## src/sv/pewr_pkg.sv

```systemverilog
// Shared types, codes and constants of the period extremes and window range core.
// Used by every module of the block; depends on nothing else.
package pewr_pkg;

    // Default values of the top-level parameters.
    localparam int TOP_COUNT_DEF         = 5;
    localparam int MAX_WINDOW_GROUPS_DEF = 16;
    localparam int SAMPLE_BITS_DEF       = 12;

    // Fixed widths of the result fields.
    localparam int RANK_BITS  = 3;
    localparam int VAL_BITS   = 12;
    localparam int RANGE_BITS = 12;
    localparam int OUT_FIELD_BITS = RANK_BITS + 2 * VAL_BITS + RANGE_BITS;
    localparam int OUT_TDATA_BITS = ((OUT_FIELD_BITS + 7) / 8) * 8;

    // Largest range that the result field can carry.
    localparam logic [RANGE_BITS-1:0] RANGE_MAX = {RANGE_BITS{1'b1}};

    // Configuration registers.
    localparam int SPG_BITS       = 4;
    localparam int WG_BITS        = 5;
    localparam int CFG_INDEX_BITS = 2;
    localparam int CFG_DATA_BITS  = 5;

    localparam logic [CFG_INDEX_BITS-1:0] REG_SAMPLES_PER_GROUP = 2'd0;
    localparam logic [CFG_INDEX_BITS-1:0] REG_WINDOW_GROUPS     = 2'd1;

    localparam logic [SPG_BITS-1:0] SPG_RESET = 4'd8;
    localparam logic [SPG_BITS-1:0] SPG_MAX   = 4'd8;
    localparam logic [WG_BITS-1:0]  WG_RESET  = 5'd10;

    // Sequencer states of the top level.
    typedef enum logic [1:0] {
        ST_IDLE,
        ST_WALK,
        ST_EMIT
    } t_state;

    // Commands to the extreme lists.
    typedef struct packed {
        logic take;   // insert the accepted sample
        logic shift;  // move the lists one place towards the head
        logic clear;  // forget all kept samples
    } t_topk_ctl;

    // Commands to the minute ring and window unit.
    typedef struct packed {
        logic take;   // account the accepted sample
        logic clear;  // start a new period
    } t_win_ctl;

endpackage

```

## src/sv/period_extremes_and_window_range_core.sv

```systemverilog
// Period extremes and window range core: takes one signed temperature word per
// handshake, keeps the TOP_COUNT lowest and highest samples of the period and,
// after every finished minute, the largest max-minus-min over the last
// window_groups minutes. A word marked with tlast ends the period: it is
// accounted first, then TOP_COUNT result words follow, most extreme first, the
// last one flagged by tlast, and all period state is cleared. After an input word
// is taken, the block waits until any window walk is over; a walk runs when the
// word closes a minute with enough minutes in the ring and goes over the minute
// ring memory, which has one read port and delivers one minute per cycle.
// Results go out one per cycle while the sink is ready; no input is taken
// during a walk or a report. Configuration is written on its own channel.
module period_extremes_and_window_range_core import pewr_pkg::*; #(
    parameter int TOP_COUNT         = TOP_COUNT_DEF,
    parameter int MAX_WINDOW_GROUPS = MAX_WINDOW_GROUPS_DEF,
    parameter int SAMPLE_BITS       = SAMPLE_BITS_DEF
) (
    input  logic                              i_clk,
    input  logic                              i_rst_n,
    // Input words.
    input  logic                              s_axis_tvalid,
    output logic                              s_axis_tready,
    input  logic [((SAMPLE_BITS+7)/8)*8-1:0]  s_axis_tdata,  // sample
    input  logic                              s_axis_tlast,  // period_end
    // Result words.
    output logic                              m_axis_tvalid,
    input  logic                              m_axis_tready,
    // rank, lowest_value, highest_value, largest_range, zero padding
    output logic [OUT_TDATA_BITS-1:0]         m_axis_tdata,
    output logic                              m_axis_tuser,  // entry_valid
    output logic                              m_axis_tlast,  // last_result
    // Configuration writes.
    input  logic                              i_cfg_valid,
    output logic                              o_cfg_ready,
    input  logic [CFG_INDEX_BITS-1:0]         i_cfg_index,
    input  logic [CFG_DATA_BITS-1:0]          i_cfg_data
);

    localparam int KW = $clog2(TOP_COUNT + 1);
    localparam int RW = (TOP_COUNT > 1) ? $clog2(TOP_COUNT) : 1;
    localparam int CW = (SAMPLE_BITS > VAL_BITS) ? SAMPLE_BITS : VAL_BITS;
    localparam int OUT_PAD = OUT_TDATA_BITS - OUT_FIELD_BITS;

    t_state                        r_state;
    t_state                        n_state;
    logic [SPG_BITS-1:0]           r_spg;
    logic [WG_BITS-1:0]            r_wg;
    logic                          r_end;
    logic [RW-1:0]                 r_rank;

    logic                          w_in_acc;
    logic                          w_out_acc;
    logic                          w_last;
    logic                          w_busy;
    logic signed [SAMPLE_BITS-1:0] w_sample;
    logic [KW-1:0]                 w_kept;
    logic signed [SAMPLE_BITS-1:0] w_low_head;
    logic signed [SAMPLE_BITS-1:0] w_high_head;
    logic [RANGE_BITS-1:0]         w_best;
    logic                          w_entry_valid;
    logic signed [CW-1:0]          w_low_ext;
    logic signed [CW-1:0]          w_high_ext;
    logic [VAL_BITS-1:0]           w_low_val;
    logic [VAL_BITS-1:0]           w_high_val;
    t_topk_ctl                     w_topk_ctl;
    t_win_ctl                      w_win_ctl;

    assign w_in_acc  = s_axis_tvalid && s_axis_tready;
    assign w_out_acc = m_axis_tvalid && m_axis_tready;
    assign w_last    = (r_rank == RW'(TOP_COUNT - 1));
    assign w_sample  = s_axis_tdata[SAMPLE_BITS-1:0];

    // Configuration registers; writes are always taken.
    assign o_cfg_ready = 1'b1;

    always_ff @(posedge i_clk) begin
        if (!i_rst_n) begin
            r_spg <= SPG_RESET;
            r_wg  <= WG_RESET;
        end else if (i_cfg_valid) begin
            case (i_cfg_index)
                REG_SAMPLES_PER_GROUP: r_spg <= i_cfg_data[SPG_BITS-1:0];
                REG_WINDOW_GROUPS:     r_wg  <= i_cfg_data[WG_BITS-1:0];
                default: ;
            endcase
        end
    end

    // Sequencer: take a word, let the window walk finish, report if the
    // period has ended.
    always_comb begin
        n_state = r_state;
        case (r_state)
            ST_IDLE: begin
                if (w_in_acc) begin
                    n_state = ST_WALK;
                end
            end
            ST_WALK: begin
                if (!w_busy) begin
                    n_state = r_end ? ST_EMIT : ST_IDLE;
                end
            end
            ST_EMIT: begin
                if (w_out_acc && w_last) begin
                    n_state = ST_IDLE;
                end
            end
            default: n_state = ST_IDLE;
        endcase
    end

    // Handshake outputs of the sequencer.
    always_comb begin
        s_axis_tready = 1'b0;
        m_axis_tvalid = 1'b0;
        case (r_state)
            ST_IDLE: s_axis_tready = 1'b1;
            ST_WALK: ;
            ST_EMIT: m_axis_tvalid = 1'b1;
            default: ;
        endcase
    end

    always_ff @(posedge i_clk) begin
        if (!i_rst_n) begin
            r_state <= ST_IDLE;
            r_end   <= 1'b0;
            r_rank  <= '0;
        end else begin
            r_state <= n_state;
            if (w_in_acc) begin
                r_end <= s_axis_tlast;
            end
            if (w_out_acc) begin
                r_rank <= w_last ? '0 : r_rank + 1'b1;
            end
        end
    end

    // Commands to the two units.
    always_comb begin
        w_topk_ctl.take  = w_in_acc;
        w_topk_ctl.shift = w_out_acc;
        w_topk_ctl.clear = w_out_acc && w_last;
        w_win_ctl.take   = w_in_acc;
        w_win_ctl.clear  = w_out_acc && w_last;
    end

    pewr_topk #(
        .TOP_COUNT   (TOP_COUNT),
        .SAMPLE_BITS (SAMPLE_BITS)
    ) u_topk (
        .i_clk        (i_clk),
        .i_rst_n      (i_rst_n),
        .i_ctl        (w_topk_ctl),
        .i_sample     (w_sample),
        .o_kept_count (w_kept),
        .o_low_head   (w_low_head),
        .o_high_head  (w_high_head)
    );

    pewr_window #(
        .MAX_WINDOW_GROUPS (MAX_WINDOW_GROUPS),
        .SAMPLE_BITS       (SAMPLE_BITS)
    ) u_window (
        .i_clk        (i_clk),
        .i_rst_n      (i_rst_n),
        .i_ctl        (w_win_ctl),
        .i_sample     (w_sample),
        .i_spg        (r_spg),
        .i_wg         (r_wg),
        .o_busy       (w_busy),
        .o_best_range (w_best)
    );

    // Result word: the list heads are shifted out one rank per word, and a
    // rank beyond the fill count reports zero values.
    assign w_entry_valid = (KW'(r_rank) < w_kept);
    assign w_low_ext     = CW'(w_low_head);
    assign w_high_ext    = CW'(w_high_head);
    assign w_low_val     = w_entry_valid ? w_low_ext[VAL_BITS-1:0]  : '0;
    assign w_high_val    = w_entry_valid ? w_high_ext[VAL_BITS-1:0] : '0;

    assign m_axis_tdata = {{OUT_PAD{1'b0}}, w_best, w_high_val, w_low_val,
                           RANK_BITS'(r_rank)};
    assign m_axis_tuser = w_entry_valid;
    assign m_axis_tlast = w_last;

endmodule

```

## src/sv/pewr_topk.sv

```systemverilog
// Sorted lists of the lowest and highest samples of a period.
// Depends on pewr_pkg for the command struct.
module pewr_topk import pewr_pkg::*; #(
    parameter int TOP_COUNT   = TOP_COUNT_DEF,
    parameter int SAMPLE_BITS = SAMPLE_BITS_DEF
) (
    input  logic                                  i_clk,
    input  logic                                  i_rst_n,
    input  t_topk_ctl                             i_ctl,
    input  logic signed [SAMPLE_BITS-1:0]         i_sample,
    output logic [$clog2(TOP_COUNT+1)-1:0]        o_kept_count,
    output logic signed [SAMPLE_BITS-1:0]         o_low_head,
    output logic signed [SAMPLE_BITS-1:0]         o_high_head
);

    localparam int KW = $clog2(TOP_COUNT + 1);

    logic signed [SAMPLE_BITS-1:0] r_low  [TOP_COUNT];
    logic signed [SAMPLE_BITS-1:0] r_high [TOP_COUNT];
    logic signed [SAMPLE_BITS-1:0] n_low  [TOP_COUNT];
    logic signed [SAMPLE_BITS-1:0] n_high [TOP_COUNT];
    logic [KW-1:0]                 r_kept;
    logic [KW-1:0]                 n_kept;
    logic [TOP_COUNT-1:0]          w_go_low;
    logic [TOP_COUNT-1:0]          w_go_high;

    // A place takes part in the insertion when it is empty or the new sample
    // ranks strictly before its entry; equal samples keep their order.
    always_comb begin
        for (int p = 0; p < TOP_COUNT; p++) begin
            w_go_low[p]  = (KW'(p) >= r_kept) || (i_sample < r_low[p]);
            w_go_high[p] = (KW'(p) >= r_kept) || (i_sample > r_high[p]);
        end
    end

    // Each place either keeps its entry, takes the new sample or takes its
    // neighbour's entry; the worst entry of a full list falls off the end.
    for (genvar g = 0; g < TOP_COUNT; g++) begin : g_place
        logic signed [SAMPLE_BITS-1:0] w_ins_low;
        logic signed [SAMPLE_BITS-1:0] w_ins_high;
        logic signed [SAMPLE_BITS-1:0] w_next_low;
        logic signed [SAMPLE_BITS-1:0] w_next_high;

        if (g == 0) begin : g_head
            assign w_ins_low  = i_sample;
            assign w_ins_high = i_sample;
        end else begin : g_body
            assign w_ins_low  = w_go_low[g-1]  ? r_low[g-1]  : i_sample;
            assign w_ins_high = w_go_high[g-1] ? r_high[g-1] : i_sample;
        end

        if (g == TOP_COUNT - 1) begin : g_tail
            assign w_next_low  = r_low[g];
            assign w_next_high = r_high[g];
        end else begin : g_inner
            assign w_next_low  = r_low[g+1];
            assign w_next_high = r_high[g+1];
        end

        always_comb begin
            n_low[g]  = r_low[g];
            n_high[g] = r_high[g];
            if (i_ctl.take) begin
                if (w_go_low[g]) begin
                    n_low[g] = w_ins_low;
                end
                if (w_go_high[g]) begin
                    n_high[g] = w_ins_high;
                end
            end else if (i_ctl.shift) begin
                n_low[g]  = w_next_low;
                n_high[g] = w_next_high;
            end
        end
    end

    // List entries hold payload only; the fill count says which are valid.
    always_ff @(posedge i_clk) begin
        for (int p = 0; p < TOP_COUNT; p++) begin
            r_low[p]  <= n_low[p];
            r_high[p] <= n_high[p];
        end
    end

    // Fill count, saturating at the list depth.
    always_comb begin
        n_kept = r_kept;
        if (i_ctl.clear) begin
            n_kept = '0;
        end else if (i_ctl.take && (r_kept < KW'(TOP_COUNT))) begin
            n_kept = r_kept + 1'b1;
        end
    end

    always_ff @(posedge i_clk) begin
        if (!i_rst_n) begin
            r_kept <= '0;
        end else begin
            r_kept <= n_kept;
        end
    end

    assign o_kept_count = r_kept;
    assign o_low_head   = r_low[0];
    assign o_high_head  = r_high[0];

endmodule

```

## src/sv/pewr_window.sv

```systemverilog
// Per-minute extremes, the ring memory of finished minutes and the window walk
// that tracks the largest range. Depends on pewr_pkg.
module pewr_window import pewr_pkg::*; #(
    parameter int MAX_WINDOW_GROUPS = MAX_WINDOW_GROUPS_DEF,
    parameter int SAMPLE_BITS       = SAMPLE_BITS_DEF
) (
    input  logic                          i_clk,
    input  logic                          i_rst_n,
    input  t_win_ctl                      i_ctl,
    input  logic signed [SAMPLE_BITS-1:0] i_sample,
    input  logic [SPG_BITS-1:0]           i_spg,
    input  logic [WG_BITS-1:0]            i_wg,
    output logic                          o_busy,
    output logic [RANGE_BITS-1:0]         o_best_range
);

    localparam int PW = $clog2(MAX_WINDOW_GROUPS);
    localparam int FW = $clog2(MAX_WINDOW_GROUPS + 1);
    localparam int CW = (SAMPLE_BITS + 1 > RANGE_BITS) ? SAMPLE_BITS + 1 : RANGE_BITS;
    localparam int DW = CW + 1;

    localparam logic signed [SAMPLE_BITS-1:0] MOST_POS = {1'b0, {(SAMPLE_BITS-1){1'b1}}};
    localparam logic signed [SAMPLE_BITS-1:0] MOST_NEG = {1'b1, {(SAMPLE_BITS-1){1'b0}}};
    localparam logic [PW-1:0] LAST_SLOT = PW'(MAX_WINDOW_GROUPS - 1);

    // Ring memory, one word per finished minute: maximum above minimum.
    logic [2*SAMPLE_BITS-1:0] mem [MAX_WINDOW_GROUPS];
    logic [2*SAMPLE_BITS-1:0] r_rd_data;

    logic signed [SAMPLE_BITS-1:0] r_cur_min;
    logic signed [SAMPLE_BITS-1:0] r_cur_max;
    logic [2:0]                    r_in_count;
    logic [FW-1:0]                 r_filled;
    logic [PW-1:0]                 r_ptr;
    logic [RANGE_BITS-1:0]         r_best;

    logic [FW-1:0]                 r_rd_left;
    logic                          r_rd_pend;
    logic                          r_fin;
    logic [PW-1:0]                 r_rd_addr;
    logic signed [SAMPLE_BITS-1:0] r_lo;
    logic signed [SAMPLE_BITS-1:0] r_hi;

    logic [SPG_BITS-1:0]           w_spg_eff;
    logic [FW-1:0]                 w_wg_eff;
    logic signed [SAMPLE_BITS-1:0] w_min_new;
    logic signed [SAMPLE_BITS-1:0] w_max_new;
    logic [SPG_BITS-1:0]           w_count_inc;
    logic                          w_close;
    logic [PW-1:0]                 w_ptr_next;
    logic [FW-1:0]                 w_filled_next;
    logic                          w_start;
    logic                          w_rd_en;
    logic signed [SAMPLE_BITS-1:0] w_rd_min;
    logic signed [SAMPLE_BITS-1:0] w_rd_max;
    logic signed [DW-1:0]          w_diff;
    logic [RANGE_BITS-1:0]         w_range;

    // Register values outside their useful span are clamped.
    always_comb begin
        if (i_spg == '0) begin
            w_spg_eff = SPG_BITS'(1);
        end else if (i_spg > SPG_MAX) begin
            w_spg_eff = SPG_MAX;
        end else begin
            w_spg_eff = i_spg;
        end

        if (i_wg == '0) begin
            w_wg_eff = FW'(1);
        end else if (int'(i_wg) > MAX_WINDOW_GROUPS) begin
            w_wg_eff = FW'(MAX_WINDOW_GROUPS);
        end else begin
            w_wg_eff = FW'(i_wg);
        end
    end

    // Minute bookkeeping for the accepted sample.
    assign w_min_new   = (i_sample < r_cur_min) ? i_sample : r_cur_min;
    assign w_max_new   = (i_sample > r_cur_max) ? i_sample : r_cur_max;
    assign w_count_inc = SPG_BITS'(r_in_count) + 1'b1;
    assign w_close     = i_ctl.take && (w_count_inc >= w_spg_eff);
    assign w_ptr_next  = (r_ptr == LAST_SLOT) ? '0 : r_ptr + 1'b1;
    assign w_filled_next = (r_filled == FW'(MAX_WINDOW_GROUPS)) ? r_filled
                                                                : r_filled + 1'b1;
    assign w_start     = w_close && (w_filled_next >= w_wg_eff);

    always_ff @(posedge i_clk) begin
        if (!i_rst_n) begin
            r_cur_min  <= MOST_POS;
            r_cur_max  <= MOST_NEG;
            r_in_count <= '0;
            r_filled   <= '0;
            r_ptr      <= '0;
        end else if (i_ctl.clear) begin
            r_cur_min  <= MOST_POS;
            r_cur_max  <= MOST_NEG;
            r_in_count <= '0;
            r_filled   <= '0;
            r_ptr      <= '0;
        end else if (w_close) begin
            r_cur_min  <= MOST_POS;
            r_cur_max  <= MOST_NEG;
            r_in_count <= '0;
            r_filled   <= w_filled_next;
            r_ptr      <= w_ptr_next;
        end else if (i_ctl.take) begin
            r_cur_min  <= w_min_new;
            r_cur_max  <= w_max_new;
            r_in_count <= w_count_inc[2:0];
        end
    end

    // The ring is written only when a sample is taken, and the sequencer takes
    // no sample while a walk is running, so a write and a read never meet.
    assign w_rd_en = (r_rd_left != '0);

    always_ff @(posedge i_clk) begin
        if (w_close) begin
            mem[r_ptr] <= {w_max_new, w_min_new};
        end
        if (w_rd_en) begin
            r_rd_data <= mem[r_rd_addr];
        end
    end

    // Walk control: one read a cycle, newest minute first; once the last read
    // data is folded in, r_fin turns the window bounds into a range.
    always_ff @(posedge i_clk) begin
        if (!i_rst_n) begin
            r_rd_left <= '0;
            r_rd_pend <= 1'b0;
            r_fin     <= 1'b0;
        end else begin
            if (w_start) begin
                r_rd_left <= w_wg_eff;
            end else if (w_rd_en) begin
                r_rd_left <= r_rd_left - 1'b1;
            end
            r_rd_pend <= w_rd_en;
            r_fin     <= r_rd_pend && !w_rd_en;
        end
    end

    assign w_rd_min = r_rd_data[SAMPLE_BITS-1:0];
    assign w_rd_max = r_rd_data[2*SAMPLE_BITS-1:SAMPLE_BITS];

    // Walk address and running window bounds.
    always_ff @(posedge i_clk) begin
        if (w_start) begin
            r_rd_addr <= r_ptr;
            r_lo      <= MOST_POS;
            r_hi      <= MOST_NEG;
        end else begin
            if (w_rd_en) begin
                r_rd_addr <= (r_rd_addr == '0) ? LAST_SLOT : r_rd_addr - 1'b1;
            end
            if (r_rd_pend) begin
                if (w_rd_min < r_lo) begin
                    r_lo <= w_rd_min;
                end
                if (w_rd_max > r_hi) begin
                    r_hi <= w_rd_max;
                end
            end
        end
    end

    // Window range, saturated to the result field, and the running best.
    assign w_diff  = DW'(r_hi) - DW'(r_lo);
    assign w_range = (w_diff > DW'(RANGE_MAX)) ? RANGE_MAX : w_diff[RANGE_BITS-1:0];

    always_ff @(posedge i_clk) begin
        if (!i_rst_n) begin
            r_best <= '0;
        end else if (i_ctl.clear) begin
            r_best <= '0;
        end else if (r_fin && (w_range > r_best)) begin
            r_best <= w_range;
        end
    end

    assign o_busy       = w_rd_en || r_rd_pend || r_fin;
    assign o_best_range = r_best;

endmodule

```

## config.mk

```make
export PLATFORM = sky130hd
export DESIGN_NAME = period_extremes_and_window_range_core
export DESIGN_NICKNAME = d
export VERILOG_FILES = /design/src/sv/pewr_pkg.sv /design/src/sv/period_extremes_and_window_range_core.sv /design/src/sv/pewr_topk.sv /design/src/sv/pewr_window.sv
export SDC_FILE = /design/constraint.sdc
export NUM_CORES = 1
export LEC_CHECK = 0
export BUFFER_PORTS_ARGS = -buffer_cell sky130_fd_sc_hd__buf_2
export CAP_MARGIN = 10
export CORE_MARGIN = 8
export CORE_UTILIZATION = 51
export DETAILED_ROUTE_END_ITERATION = 8
export HOLD_SLACK_MARGIN = 0.02
export PLACE_DENSITY = 0.68
export SYNTH_ARGS = -nofsm -noshare
export SYNTH_HDL_FRONTEND = slang
export SYNTH_HIERARCHICAL = 1
export SYNTH_SLANG_ARGS = --single-unit
```

## constraint.sdc

```tcl
create_clock -name i_clk -period 5.5 [get_ports i_clk]
set_clock_uncertainty 0.2 [all_clocks]
set_input_delay 1.1 -clock i_clk [delete_from_list [all_inputs] [get_ports i_clk]]
set_output_delay 1.1 -clock i_clk [all_outputs]
set_load 0.005 [all_outputs]
```

# == Word level (Yosys, flattened, before mapping) ==
# Memory sizes are Yosys's and may differ from the RTL's. A register that Yosys moved wholly into a read port is not among the register bits.
# Cells that the tools add are included.
# classes
bitwise_logic,1
addsub,8
multipliers,0
n_eq_ne,9
n_shift,0
reduce_logical,35
magnitude_cmp,27
n_mux,62
n_div,0
# op_table
cell,count
12-bit two-way mux,41
12-bit greater-than comparator,8
12-bit less-than comparator,7
5-bit two-way mux,5
4-bit two-way mux,6
"14-bit by 12-bit greater-than comparator with 1-bit output, second input constant",1
12-bit by 12-bit subtractor with 13-bit output,1
1-bit logical OR,12
1-bit logical AND,8
4-bit logical NOT,2
2-bit two-way mux,4
2-bit AND reduction,4
"3-bit by 1-bit adder with 3-bit output, second input constant",2
"1-bit by 3-bit >= comparator with 1-bit output, first input constant",2
"2-bit by 3-bit >= comparator with 1-bit output, first input constant",2
2-bit case mux with 3 select lines,1
"5-bit by 1-bit adder with 5-bit output, second input constant",1
"5-bit == test, second input constant",1
5-bit >= comparator,1
"5-bit greater-than comparator, second input constant",1
5-bit logical NOT,1
5-bit nonzero test,1
"5-bit by 1-bit subtractor with 5-bit output, second input constant",1
"3-bit by 1-bit adder with 4-bit output, second input constant",1
22 further kinds,28
# word_totals
mem_bits_ro,0
latch_bits,0
n_memories,3
regBits,101
out_inout_bits,45
ram_bits,504
# memory_table
name,words,width,rd,rd_clocked_by_memory_dff,wr,line,source
u_window.mem,16,24,1,1,1,pewr_window.sv:27,logic [2*SAMPLE_BITS-1:0] mem [MAX_WINDOW_GROUPS];
u_topk.r_high,5,12,5,0,5,pewr_topk.sv:19,logic signed [SAMPLE_BITS-1:0] r_high [TOP_COUNT];
u_topk.r_low,5,12,5,0,5,pewr_topk.sv:18,logic signed [SAMPLE_BITS-1:0] r_low [TOP_COUNT];

# == Longest topological paths before layout ==
# Gate-level depths: netlist of the first run.
# logic_depth
depth_word,7
mapped_depth,17
mapped_depth_nobuf,16

# == Cells and area by module ==
# Netlist of the first run, hierarchy kept.
# by_module_without_submodules
mod,area_per_inst_um2,seq_area_each_um2,instances,cells_each
pewr_window,21754.6,13953.4,1,1538
pewr_topk,9068.7,3663.5,1,951
period_extremes_and_window_range_core,1199.9,300.3,1,137

# == Least setup slack after synthesis of the first run ==
# No wires, ideal clock.
# synth_path
kind,in2reg
start,input port s_axis_tvalid
end,memory u_window/mem[0][0] (netlist name) (enable)
cell_stages,6
path_buffers,1
setup_time_ns,0.435
t_arrival_ns,3.797
slack_ns,1.068
cell_sequence,nor3b_2 buf_2 o21ai_1 nor2_1 nand2_1 nor3_1
# synth_via
elab_chain_cells,4
# synth_lines
element,line,source
start: declaration,period_extremes_and_window_range_core.sv:20,"input logic s_axis_tvalid,"
1-bit logical AND,period_extremes_and_window_range_core.sv:67,assign w_in_acc = s_axis_tvalid && s_axis_tready;
1-bit logical AND,pewr_window.sv:82,assign w_close = i_ctl.take && (w_count_inc >= w_spg_eff);
1-bit two-way mux,pewr_window.sv:119,if (w_close) begin
1-bit two-way mux (not written as such),pewr_window.sv:120,"mem[r_ptr] <= {w_max_new, w_min_new};"
end: declaration,pewr_window.sv:27,
# Every way passes these cells.

# == Final worst setup path of the first run ==
# layout_path
start,register u_window.r_hi[0]
end,register u_window.r_best[8] (netlist: u_window/o_best_range[8])
# layout_via
elab_chain_cells,5
# layout_lines
element,line,source
start: declaration,pewr_window.sv:42,logic signed [SAMPLE_BITS-1:0] r_hi;
start signal: assignment,pewr_window.sv:163,r_hi <= w_rd_max;
12-bit by 12-bit subtractor with 13-bit output (*),pewr_window.sv:170,assign w_diff = DW'(r_hi) - DW'(r_lo);
14-bit by 12-bit greater-than comparator with 1-bit output,pewr_window.sv:171,assign w_range = (w_diff > DW'(RANGE_MAX)) ? RANGE_MAX : w_diff[RANGE_BITS-1:0];
12-bit two-way mux (*),pewr_window.sv:171,
via u_window.w_range[9],pewr_window.sv:57,logic [RANGE_BITS-1:0] w_range;
12-bit greater-than comparator (*),pewr_window.sv:178,end else if (r_fin && (w_range > r_best)) begin
1-bit logical AND (*),pewr_window.sv:178,
end signal: assignment,pewr_window.sv:179,r_best <= w_range;
end: declaration,pewr_window.sv:35,logic [RANGE_BITS-1:0] r_best;
# The timed path passes the listed nets; every way through them passes the cells marked *.
# A chain may end at the register's enable or synchronous reset.

==> results of run 1 <==
==> flip-flops by register name (all words and copies together), names as in the netlist, 3 cells and up <==
| register | flops |
|---|---|
| u_topk/o_kept_count | 3 |
| u_window/r_rd_left | 5 |
| u_topk/r_high | 60 |
| u_window/r_hi | 12 |
| u_window/r_rd_data | 24 |
| u_topk/r_low | 60 |
| u_window/r_in_count | 3 |
| u_window/mem | 384 |
| u_window/r_ptr | 4 |
| u_window/o_best_range | 12 |
| u_window/r_cur_min | 12 |
| u_window/r_cur_max | 12 |
| u_window/r_lo | 12 |
| u_window/r_filled | 5 |
| u_window/r_rd_addr | 4 |
| r_rank | 3 |
| r_spg | 4 |
| r_wg | 5 |
==> path summary, 6_finish.rpt <==
check	startpoint	endpoint	slack, ns	cells after the start
setup / recovery	u_window/r_hi[0]	u_window/o_best_range[8]	1.19	15
hold / removal	u_window/r_lo[11]	u_window/r_lo[11]	0.28	2
setup reg to reg	u_window/r_hi[0]	u_window/o_best_range[8]	1.19	15
hold reg to reg	u_window/r_lo[11]	u_window/r_lo[11]	0.28	2
==> critical path, cell delays in order, from the launching register on <==
cell and delay, ns:
dfxtp_1 0.34, inv_1 0.07, ha_1 0.21, fa_1 0.40, nand2b_1 0.18, a21o_1 0.21
a311oi_1 0.27, nor2_1 0.16, a21oi_1 0.28, inv_1 0.09, ha_1 0.30, nand3_1 0.08
a21boi_0 0.15, o41ai_4 0.89, a211oi_1 0.12, a211oi_1 0.25
==> metal layers <==
metal,up-vias,share of wire (%)
met2,757,51
met5,-,0
met4,0,3.4
met3,192,5.7
met1,10801,40
li1,10072,-
==> through the flow <==
step           power (W)  setup WS (ns)
2_1_floorplan    0.01063          1.068
3_3_place_gp     0.01213         0.9404
3_5_place_dp     0.01235         0.7716
4_1_cts          0.01690          1.229
5_1_grt          0.01774         0.8450
6_report         0.01682          1.190
==> logic make-up (layout without fill, tap and decap cells) <==
group                    after synthesis  after routing
other                                  2              2
buffers and inverters                377            513
multiplexers                         197            197
AND/OR/NAND/NOR                      595            595
flip-flops                           629            629
adder cells (fa/ha/maj)              213            213
XOR/XNOR                              18             18
AO/OA/AOI/OAI                        595            595
==> cell type report <==
type	instances	area share, %
Clock buffer	91	5.186
Clock inverter	34	1.025
Inverter	245	2.579
Multi-Input combinational cell	1620	35.39
Sequential cell	629	50.25
Tap cell	846	2.968
Timing Repair Buffer	143	2.604
==> power by group <==
part	switching (W)	internal, W	total, W
clock network	0.00190	0.00263	0.00453
registers	0.000380	0.00595	0.00633
logic	0.00363	0.00233	0.00596
total	0.00591	0.0109	0.0168
==> synthesized netlist by cell type, types with 12 or more instances <==
cell | n | area, µm²
buf_4 | 13 | 97.59
o21ai_1 | 34 | 170.2
buf_2 | 40 | 200.2
ha_1 | 212 | 2653
o21ai_0 | 127 | 635.6
nand3_1 | 142 | 710.7
mux2i_1 | 121 | 1211
a221oi_1 | 25 | 219.0
nor3_1 | 24 | 120.1
mux4_2 | 48 | 1081
nand4_1 | 24 | 150.1
o21a_1 | 12 | 90.09
dfxtp_1 | 97 | 1942
a211oi_1 | 22 | 165.2
a211oi_2 | 21 | 262.8
o211ai_1 | 14 | 105.1
a22oi_1 | 26 | 195.2
o221ai_1 | 34 | 297.8
nand2b_1 | 20 | 125.1
clkbuf_1 | 62 | 232.7
inv_1 | 244 | 915.9
and2_1 | 17 | 106.4
edfxtp_1 | 532 | 15980
nor2b_1 | 23 | 143.9
o31ai_1 | 17 | 127.6
nand2_1 | 163 | 611.8
a21oi_1 | 97 | 485.5
a31oi_1 | 50 | 312.8
nor2_1 | 126 | 473.0
a21o_1 | 36 | 270.3
==> placed cells by master, fill, tap and decap left out, types with 50 or more instances in the layout <==
cell,count
mux2i_1,120
inv_1,244
ha_1,212
buf_2,67
clkbuf_16,69
a21oi_1,97
edfxtp_1,532
buf_4,73
nand2_1,163
nand3_1,142
o21ai_0,127
dfxtp_1,97
a31oi_1,50
nor2_1,113
==> flow_summary.yaml, run 1 <==
detailed_routing:
  wl_per_cell_um: 22.30
  drc_errors: 0
  wl_um: 80460
  first_pass_iters: 6
  first_iter_violations: 1948
  vias: 21822
  ant_nets: 0
  vias_per_cell: 6.048
finish:
  multi_input_area_um2: 12620
  finalNetCount: 2950
  antenna_cells: 0
  stdcell_area_um2: 35660
  syn2layout_area_growth_pct: 11.35
  utilization_pct: 56.95
  seq_area_um2: 17920
  drive_gt1_share_pct: 14.30
  fill_cells: 5127
  finalNonFillerCells: 3608
yosys:
  ys_types: 92
  synthMuxAreaShare_pct: 8.248
  syn_nets: 2868
  synth-compound-area-share_pct: 13.00
  yosysWarnings: 6
  yosysSeqAreaShare_pct: 55.95
  netlist_area_um2: 32020
  synth-xor-area-share_pct: 0.4923
  synth_seq_cells: 629
  yosys_most_used_dff: "edfxtp_1"
  syn_area_per_cell_um2: 12.19
  yosys.area_share.simple_pct: 9.053
  async_flop_share_pct: 0
  synthAdderAreaFrac_pct: 8.346
  synth_top_family_by_area: "compound AO/OA/AOI/OAI gates"
  synth_edf_count: 532
  netlist_instances: 2626
cts:
  cts-buffers-inserted: 69
  path_clk_slew_ns: 0.06
  cts_root_buffer: "clkbuf_16"
  clk_path_buf_depth: 3
  cts_tree: "built"
  htreeDepth: 3
  insertion_delay_ns: 0.61
  cts_sinks: 629
  hold_buffers: 0
  cts_post_setup_buffers_inserted: 0
  cts.repair.resized: 0
placed_design:
  gp_congestion: 0.8844
  port-buffer-count: 67
  dp_hpwl_um: 52810
  placed_cell_area_um2: 33420
  placed_cells: 3480
floorplan:
  die_w_um: 266.6
  start_util_pct: 51.14
  die_area_um2: 71060
  ios: 74
  die_h_um: 266.6
  row_count: 92
  core-area_um2: 62620
setup_path:
  required_ns: 5.82
  cp-end-kind: "register"
  worst-path-max-fanout: 18
  crit_type: "reg -> reg"
  start_kind: "register"
  arrival_ns: 4.63
global_routing:
  use_met1_pct: 26.99
  first_global_vias: 21996
  grt_start_max_net_pins: 148
  antenna_found_initial: 1
  grt-busiest-layer: "met2"
  grt_use_met3_pct: 3.095
  overflow: 0
  grtUsageTotal_pct: 22.17
  met2_usage_pct: 39.47
  grt_pass1_wl_um: 123000
timing:
  slew_headroom_pct: 17.12
  finalSetupViolCount: 0
  finalCriticalPeriod_ns: 4.310
  hold_violations: 0
  period_share_pct: 78.36
  max_slew.worst_pin.slew_ns: 1.209
  rsz0062_at_grt: "no"
  fmax_mhz: 232.0
  setup_tns_ns: 0
  whs_ns: 0.2760
  slew_violations: 0
flow_run:
  max_cap_violations: 0
power_and_ir_drop:
  powerDensity_nw_per_um2: 471.8
  p_leak_nw: 13.88
  peakVddDrop_v: 0.0004921
worst_hold_path:
  hold_path_class: "reg -> reg"
status:
  status: "finished clean"
No activity file was read; power rests on OpenSTA's default activity.
==> run 2: changes to the inputs <==
- PLACE_DENSITY: 0.68 -> 0.71
- clock period: 5.5 -> 3.5 ns (I/O delays scaled with it)
==> flow_summary.yaml, run 2 (synthesized netlist as in run 1, its figures left out) <==
status:
  status: "finished with violations"
  violations: "setup timing"
cts:
  path_clk_slew_ns: 0.06
  cts_sinks: 629
  insertion_delay_ns: 0.61
  clk_path_buf_depth: 3
  cts-buffers-inserted: 68
  cts_root_buffer: "clkbuf_16"
  cts_tree: "built"
  htreeDepth: 3
  hold_buffers: 0
setup_path:
  arrival_ns: 4.03
  cp-end-kind: "register"
  start_kind: "register"
  required_ns: 3.80
  crit_type: "reg -> reg"
  worst-path-max-fanout: 7
finish:
  drive_gt1_share_pct: 20.21
  layout.cells.most_common: "edfxtp_1"
  largest_register: "u_window/mem"
  top_regs: "u_window/mem x384, u_topk/r_high x60, u_topk/r_low x60"
  utilization_pct: 59.79
  stdcell_area_um2: 37440
  syn2layout_area_growth_pct: 16.91
  largest_register_ffs: 384
  fill_cells: 4926
  finalNonFillerCells: 3771
  antenna_cells: 0
  finalNetCount: 3119
  final_cell_mix: "532 x edfxtp_1, 242 x inv_1, 212 x buf_4, 207 x ha_1, 161 x nand2_1"
placed_design:
  dp_hpwl_um: 59720
  gp_congestion: 0.9584
  placed_cell_area_um2: 35040
  dp_slack_ns: -0.5680
  port-buffer-count: 67
  placed_cells: 3639
power_and_ir_drop:
  p_comb_share_pct: 40.4
  seqPwrFrac_pct: 35.0
  switching_share_pct: 34.89
  peakVddDrop_v: 0.0004218
  p_switching_w: 0.009892
  p_int_w: 0.01846
  powerDensity_nw_per_um2: 757.3
  p_leak_nw: 14.76
  clkPwrFrac_pct: 24.6
floorplan:
  die_area_um2: 71060
  die_w_um: 266.6
  start_util_pct: 51.14
  die_h_um: 266.6
  core-area_um2: 62620
  row_count: 92
  ios: 74
detailed_routing:
  drc_errors: 0
  vias_per_cell: 6.033
  ant_nets: 0
  wl_per_cell_um: 23.10
  wl_um: 87110
  first_iter_violations: 2138
  vias: 22749
  first_pass_iters: 6
global_routing:
  first_global_vias: 22584
  grtUsageTotal_pct: 24.15
  antenna_found_initial: 0
  grt_pass1_wl_um: 132300
  overflow: 0
  grt_start_max_net_pins: 67
timing:
  slew_violations: 0
  period_share_pct: 106.7
  slew_headroom_pct: 13.86
  finalSetupViolCount: 12
  hold_violations: 0
  fmax_mhz: 267.9
  finalCriticalPeriod_ns: 3.733
  rsz0062_at_grt: "yes"
  whs_ns: 0.1445
  max_slew.worst_pin.slew_ns: 1.292
  finalWorstSetupSlack_ns: -0.2328
flow_run:
  max_cap_violations: 0
worst_hold_path:
  hold_path_class: "in -> reg"
-- run 2: changes by cell type in the layout (fill, tap and decap cells not counted), sizes merged --
cell	before	now
buf	142	312
clkbuf	92	87
clkinv	23	16
clkinvlp	1	6
-- run 2: cell type report --
class	count	area (µm²)	area share [%]
sequential	629	17920	47.87
multi-input combinational	1620	12810	34.22
timing repair buffer	313	2599	6.941
clock buffer	86	1800	4.809
tap	846	1059	2.827
inverter	245	919.6	2.456
clock inverter	32	327.8	0.8756
-- run 2: path summary, 6_finish.rpt --
path | start | endpoint | slack (ns) | cells past startpoint
worst max register to register | u_window/r_hi[0] | u_window/o_best_range[3] | -0.23 | 17
worst min-delay path | i_cfg_data[1] | r_wg[1] | 0.14 | 3
worst max-delay path | u_window/r_hi[0] | u_window/o_best_range[3] | -0.23 | 17
worst min register to register | u_window/r_lo[6] | u_window/r_lo[6] | 0.28 | 2
-- run 2: critical path, cell delays in order, from the launching register on --
cell and delay (ns):
dfxtp_2 0.34, inv_2 0.05, ha_4 0.16, fa_2 0.37
nand2b_4 0.15, a21o_1 0.20, a311oi_2 0.30, or2_4 0.23
nand2b_1 0.07, ha_1 0.29, buf_4 0.11, nand4_1 0.09
or2_4 0.27, a21oi_4 0.16, o41ai_4 0.10, buf_4 0.17
clkbuf_16 0.15, o211a_1 0.20
-- run 2: timing repair --
action	in CTS	in global routing
gates resized for setup	12	20
endpoints found under the setup margin	12	14
setup buffers	7	5
cloned	1	0
pin swaps	13	15
-- run 2: metrics by stage --
stage,power [W],TNS [ns]
after floorplan,0.01679,-0.06812
after global placement,0.02048,-5.418
after detailed placement,0.02084,-10.65
after CTS,0.02814,-2.195
after global routing,0.02986,-4.262
final,0.02835,-2.365
-- run 2: power by group through the flow --
stage	Clock [W]	Sequential, W	Combinational, W
finish	0.00699	0.00992	0.0114
global route	0.00739	0.00998	0.0125
global placement	0	0.0100	0.0104
floorplan	0	0.00978	0.00701
detailed placement	0	0.0101	0.0108
CTS	0.00709	0.00991	0.0111
-- run 2: routing by layer --
layer / share of wire (%) / vias up / global-route usage [%]
met5: 0 / - / 0
met4: 3.9 / 0 / 9.190
met3: 7.8 / 198 / 3.841
met2: 49 / 995 / 40.94
met1: 40 / 11168 / 31.08
li1: - / 10388 / -
